===== config.mk =====
export PLATFORM = sky130hd
export DESIGN_NAME = fvd_ctrl
export DESIGN_NICKNAME = d
export VERILOG_FILES = /design/src/sv/fvd_pkg.sv /design/src/sv/fvd_ctrl.sv
export SDC_FILE = /design/constraint.sdc
export NUM_CORES = 1
export LEC_CHECK = 0
export BUFFER_PORTS_ARGS = -buffer_cell sky130_fd_sc_hd__clkbuf_2
export CAP_MARGIN = 20
export CORE_AREA = 8 8 45 47
export CTS_CLUSTER_SIZE = 14
export DETAILED_ROUTE_END_ITERATION = 8
export DIE_AREA = 0 0 53 55
export PLACE_DENSITY = 0.54
export SYNTH_ARGS = -nofsm -noshare
export SYNTH_HDL_FRONTEND = slang
export SYNTH_SLANG_ARGS = --single-unit

===== constraint.sdc =====
create_clock -name clk -period 3.5 [get_ports clk]
set_clock_uncertainty 0.2 [all_clocks]
set_input_delay 0.7 -clock clk [delete_from_list [all_inputs] [get_ports clk]]
set_output_delay 0.7 -clock clk [all_outputs]
set_load 0.02 [all_outputs]

===== src/sv/fvd_pkg.sv =====
// Shared types and constants for the face fan vertex dedup block.
// Used by fvd_ctrl, fvd_datapath and face_fan_vertex_dedup_core; no dependencies.
`default_nettype none

package fvd_pkg;

    localparam int DEF_TABLE_DEPTH = 256;
    localparam int DEF_REF_WIDTH   = 16;

    // Fixed widths of the result fields
    localparam int IDX_W = 8;
    localparam int VAL_W = 16;

    // Dedup search starts once the table holds this many entries
    localparam int DEDUP_MIN = 3;

    // Corner counter saturates here; from this corner on a fan triangle is emitted
    localparam logic [1:0] CORNER_FAN = 2'd3;

    typedef enum logic [2:0] {
        ST_IDLE,
        ST_SEARCH,
        ST_APPEND,
        ST_FULL_RD,
        ST_FULL_LD,
        ST_EMIT_FIRST,
        ST_EMIT_LAST,
        ST_EMIT_CUR
    } fvd_state_t;

    // Controller to datapath
    typedef struct packed {
        logic accept;
        logic search;
        logic read_zero;
        logic load_match;
        logic load_new;
        logic load_full;
        logic emit_first;
        logic emit_last;
        logic emit_cur;
    } fvd_cmd_t;

    // Datapath to controller
    typedef struct packed {
        logic match;
        logic scan_done;
        logic count_ge_min;
        logic count_full;
        logic fan_corner;
        logic out_free;
    } fvd_stat_t;

endpackage

`default_nettype wire


===== src/sv/fvd_ctrl.sv =====
// Sequencer for the face fan vertex dedup block: search, append or full-table fallback, emit.
// Depends on fvd_pkg; drives fvd_datapath through fvd_cmd_t.
`default_nettype none

module fvd_ctrl
    import fvd_pkg::*;
(
    input  wire logic      clk,
    input  wire logic      rst_n,
    input  wire logic      in_valid,
    output logic           in_stall,
    input  wire fvd_stat_t stat,
    output fvd_cmd_t       cmd
);

    fvd_state_t state_reg;
    fvd_state_t state_next;
    fvd_state_t after_load;

    always_ff @(posedge clk or negedge rst_n)
    begin
        if (!rst_n)
        begin
            state_reg <= ST_IDLE;
        end
        else
        begin
            state_reg <= state_next;
        end
    end

    assign after_load = stat.fan_corner ? ST_EMIT_FIRST : ST_EMIT_CUR;

    always_comb
    begin
        state_next = state_reg;
        unique case (state_reg)
            ST_IDLE:
            begin
                if (in_valid)
                begin
                    state_next = stat.count_ge_min ? ST_SEARCH : ST_APPEND;
                end
            end
            ST_SEARCH:
            begin
                priority if (stat.match)
                begin
                    state_next = after_load;
                end
                else if (stat.scan_done)
                begin
                    state_next = stat.count_full ? ST_FULL_RD : ST_APPEND;
                end
                else
                begin
                    state_next = ST_SEARCH;
                end
            end
            ST_APPEND:     state_next = after_load;
            ST_FULL_RD:    state_next = ST_FULL_LD;
            ST_FULL_LD:    state_next = after_load;
            ST_EMIT_FIRST:
            begin
                if (stat.out_free)
                begin
                    state_next = ST_EMIT_LAST;
                end
            end
            ST_EMIT_LAST:
            begin
                if (stat.out_free)
                begin
                    state_next = ST_EMIT_CUR;
                end
            end
            ST_EMIT_CUR:
            begin
                if (stat.out_free)
                begin
                    state_next = ST_IDLE;
                end
            end
            default:       state_next = ST_IDLE;
        endcase
    end

    always_comb
    begin
        cmd      = '0;
        in_stall = 1'b1;
        unique case (state_reg)
            ST_IDLE:
            begin
                in_stall   = 1'b0;
                cmd.accept = in_valid;
            end
            ST_SEARCH:
            begin
                cmd.search     = !stat.match;
                cmd.load_match = stat.match;
            end
            ST_APPEND:     cmd.load_new   = 1'b1;
            ST_FULL_RD:    cmd.read_zero  = 1'b1;
            ST_FULL_LD:    cmd.load_full  = 1'b1;
            ST_EMIT_FIRST: cmd.emit_first = stat.out_free;
            ST_EMIT_LAST:  cmd.emit_last  = stat.out_free;
            ST_EMIT_CUR:   cmd.emit_cur   = stat.out_free;
            default:       cmd = '0;
        endcase
    end

endmodule

`default_nettype wire


==> out/qor_table.md <==
| Group | Quantity | Value |
|:---|:---|:---|
| synth | Multiplexer share of the synthesized area | 0 |
| synth | Synth cell count leaders | nand2_1, nor2_1, dfrtp_1, nand2b_1 |
| floorplanning | Die height | 55 um |
| placement | Number of input and output port buffers inserted | 18 |
| layout | Number of antenna diodes | 0 |
| sta | Total setup violations reported at the end of the flow | 0 |
| clocking | Number of hold-repair buffers added at the cts stage | 0 |
| synth | Most used flip-flop cell after synthesis | dfrtp_1 |
| synth | Top cell type by total area after synthesis | dfrtp_1 |
| clocking | Number of instances resized during post-cts repair | 0 |
| placement | Worst Setup Slack post-DPL | 1.293 ns |
| global route | First-pass GRT wire length | 1.483 mm |
| routing | Number of DRC violations after detailed routing | 0 |
| power and ir drop | Total power density per cell area | 769.9 nW/um^2 |
| clocking | Clock tree from TritonCTS | built |
| layout | Flip-flop count of the largest register after layout | 3 |
| sta | Post-route clock period utilization | 0.6633 |
| global route | Antenna violations before repair | 0 |
| clocking | Clk Tree Root Cell | clkbuf_4 |
| power and ir drop | Max VDD drop | 349.0 uV |
| placement | Detailed placer's ending HPWL | 684.4 um |
| layout | Share of layout cells above drive strength 1 | 0.3750 |
| synth | Number of enable-type register cells in the synthesized netlist | 0 |
| synth | Adder-cell share of the synthesized area | 0 |
| sta | Max-slew violation total from the final report | 0 |
| global route | Maximum number of pins on one net before global-route repair | 14 |
| synth | Dominant combinational cell family by area after synthesis | simple AND/OR/NAND/NOR gates |
| clocking | Count of buffers added by post-CTS timing repair for setup | 0 |
| sta | Worst slew margin relative to its limit | 0.7592 |
| clocking | Number of sinks handled by clock tree synthesis | 3 |
| routing | Via density per instance | 4.375 |
| floorplanning | Ports placed on the boundary | 19 |
| sta | Worst Slack Setup Final | 1.178 ns |
| outcome | Status | complete, no violations |
| worst setup path | CP arrival | 1.42 ns |
| synth | Count of unique library cells instantiated by Yosys | 21 |
| worst setup path | Crit path largest cell delay | 0.49 ns |
| clocking | Worst-Skew Late Latency | 0.23 ns |
| layout | Area Overhead vs Synth | 38.91% |
| routing | Number of DRC markers in iteration 0 | 6 |
| global route | Sum of overflow across all layers after global routing | 0 |
| synth | Sequential share of the synthesized area | 0.2510 |
| sta | RSZ-0062 raised after global routing | no |
| synth | Post-synthesis average cell area | 6.645 sq um |
| synth | Synthesized-area fraction occupied by xor and xnor cells | 0 |
| sta | Min cycle time layout | 2.322 ns |
| routing | Number of vias after detailed routing | 350 |
| floorplanning | Area enclosed by the die boundary | 2915 sq um |
| clocking | H-Tree Level Count | 1 |
| worst setup path | Endpoint class of the critical path | output pin |
| clocking | Deepest clock path buffer count | 2 |
| worst setup path | CP Max Fanout | 12 |
| floorplanning | Starting density of the core | 0.2161 |
| routing | Mean routed wirelength per cell | 10.94 um |
| synth | Share of the synthesized area in the top cell type | 0.2510 |
| layout | # nets final | 74 |
| synth | Synth Area in Compound Gates | 0.2259 |
| synth | Simple-gate share of the synthesized area | 0.4310 |
| sta | Sum of negative setup slack | 0 ns |
| sta | Final hold violations | 0 |
| worst setup path | Worst path slowest cell | dfrtp_1 |
| synth | Ys Warns | 0 |
| worst setup path | Worst setup SP type | flop |
| worst setup path | Reg-to-reg slack, setup | 2.10 ns |
| worst setup path | Required time at the endpoint of the critical path | 2.60 ns |
| synth | Number of synthesized register bits | 3 |
| worst setup path | List of cells traversed by the critical path | or3_1 > nor2_1 > clkbuf_2 |
| clocking | Clock slew seen by the registers of the worst setup and hold paths | 0.04 ns |
| floorplanning | Area of the core | 1384 sq um |
| synth | Proportion of synthesized flip-flops having asynchronous set or reset | 1.000 |
| worst setup path | Category of the most critical setup path | flop to output pin |
| synth | Gate count after technology mapping | 45 |
| global route | Vias in the first global route | 330 |
| floorplanning | Die X | 53 um |
| hold path | Kind of path behind the tightest hold check | primary input to async pin |
| synth | Most frequent cell after synthesis | nand2_1 |
| sta | Transition at the pin with the smallest max-transition slack | 0.3612 ns |
| routing | Total wire length after detailed routing | 875 um |
| sta | Timing-limited maximum frequency | 430.7 MHz |
| synth | Dominant cells by area after synthesis | dfrtp_1, nand2_1, nor2_1 |
| sta | Worst hold slack | 0.05321 ns |
| power and ir drop | Reported leakage power | 0.2116 nW |
| job | # Max-Cap Violations | 0 |
| synth | Cell area after synthesis | 299.0 sq um |
| global route | Total GRT Usage | 0.07006 |
| floorplanning | Placement Rows | 14 |
| routing | DRT Pass-1 Iters | 3 |
| clocking | Number of buffers inserted during clock tree synthesis | 3 |
| routing | ANT nets after route | 0 |
| synth | Post-synthesis net count | 54 |
| power and ir drop | Pwr Total | 0.3198 mW |
| placement | Final weighted congestion in routability-driven placement | 0.6867 |
-- critical path: cells and delay by family, from the launching register on --
kind | cells | cell delay, ns
and+or+nand+nor | 2 | 0.53
DFF | 1 | 0.49
buffers and inverters | 1 | 0.17
-- cells by family after synthesis --
kind of cell	Yosys count
AO/OA/AOI/OAI	10
buffers and inverters	5
flip-flops	3
AND/OR/NAND/NOR	27
-- cell type report --
cell class | instances | area (sq um)
tap | 16 | 20.02
multi-input combinational | 37 | 196.4
fill | 157 | 968.4
inverter | 2 | 7.507
timing repair buffer | 18 | 90.09
sequential | 3 | 75.07
clock buffer | 4 | 26.28
-- where the power goes --
group / leakage, nW / switching (mW) / internal, mW
combinational: 0.165 / 0.0935 / 0.0639
clock: 0.0150 / 0.0189 / 0.0428
sequential: 0.0318 / 0.0493 / 0.0514
-- cells in the final DEF, fill, tap and decap left out, drive strengths merged --
cell / count
o22ai: 1
or3: 1
a2111oi: 1
nand2: 9
o21ai: 3
and2: 1
and3: 1
a31oi: 1
nor2: 9
nand2b: 3
clkbuf: 22
dfrtp: 3
a22oi: 1
o211ai: 1
nand3: 1
inv: 2
nor3b: 2
a21oi: 2
-- path summary, 6_finish.rpt --
| kind | startpoint | to | cells after the start |
|---|---|---|---|
| min | rst_n | state_reg[0] | 1 |
| max in group asynchronous | rst_n | state_reg[2] | 1 |
| min in group clk | state_reg[2] | state_reg[1] | 2 |
| max reg2reg | state_reg[1] | state_reg[1] | 4 |
| max | state_reg[2] | cmd[8] | 3 |
| min reg2reg | state_reg[2] | state_reg[1] | 2 |
-- per-layer routing --
layer,vias to the layer above,global-route usage,share of wire
li1,188,-,-
met1,153,0.08397,0.43
met2,7,0.09375,0.49
met3,2,0.03476,0.073
met4,0,0.05172,0.0069
met5,-,0,0
-- per-stage QoR --
stage               cells  area, sq um  utilization
finish                 80        415.4       0.3002
global route           80        415.4       0.3002
CTS                    80        415.4       0.3002
detailed placement     76        389.1       0.2812
global placement       76        389.1       0.2812
floorplan              45        299.0            -
No activity file was read; power rests on OpenSTA's default activity.
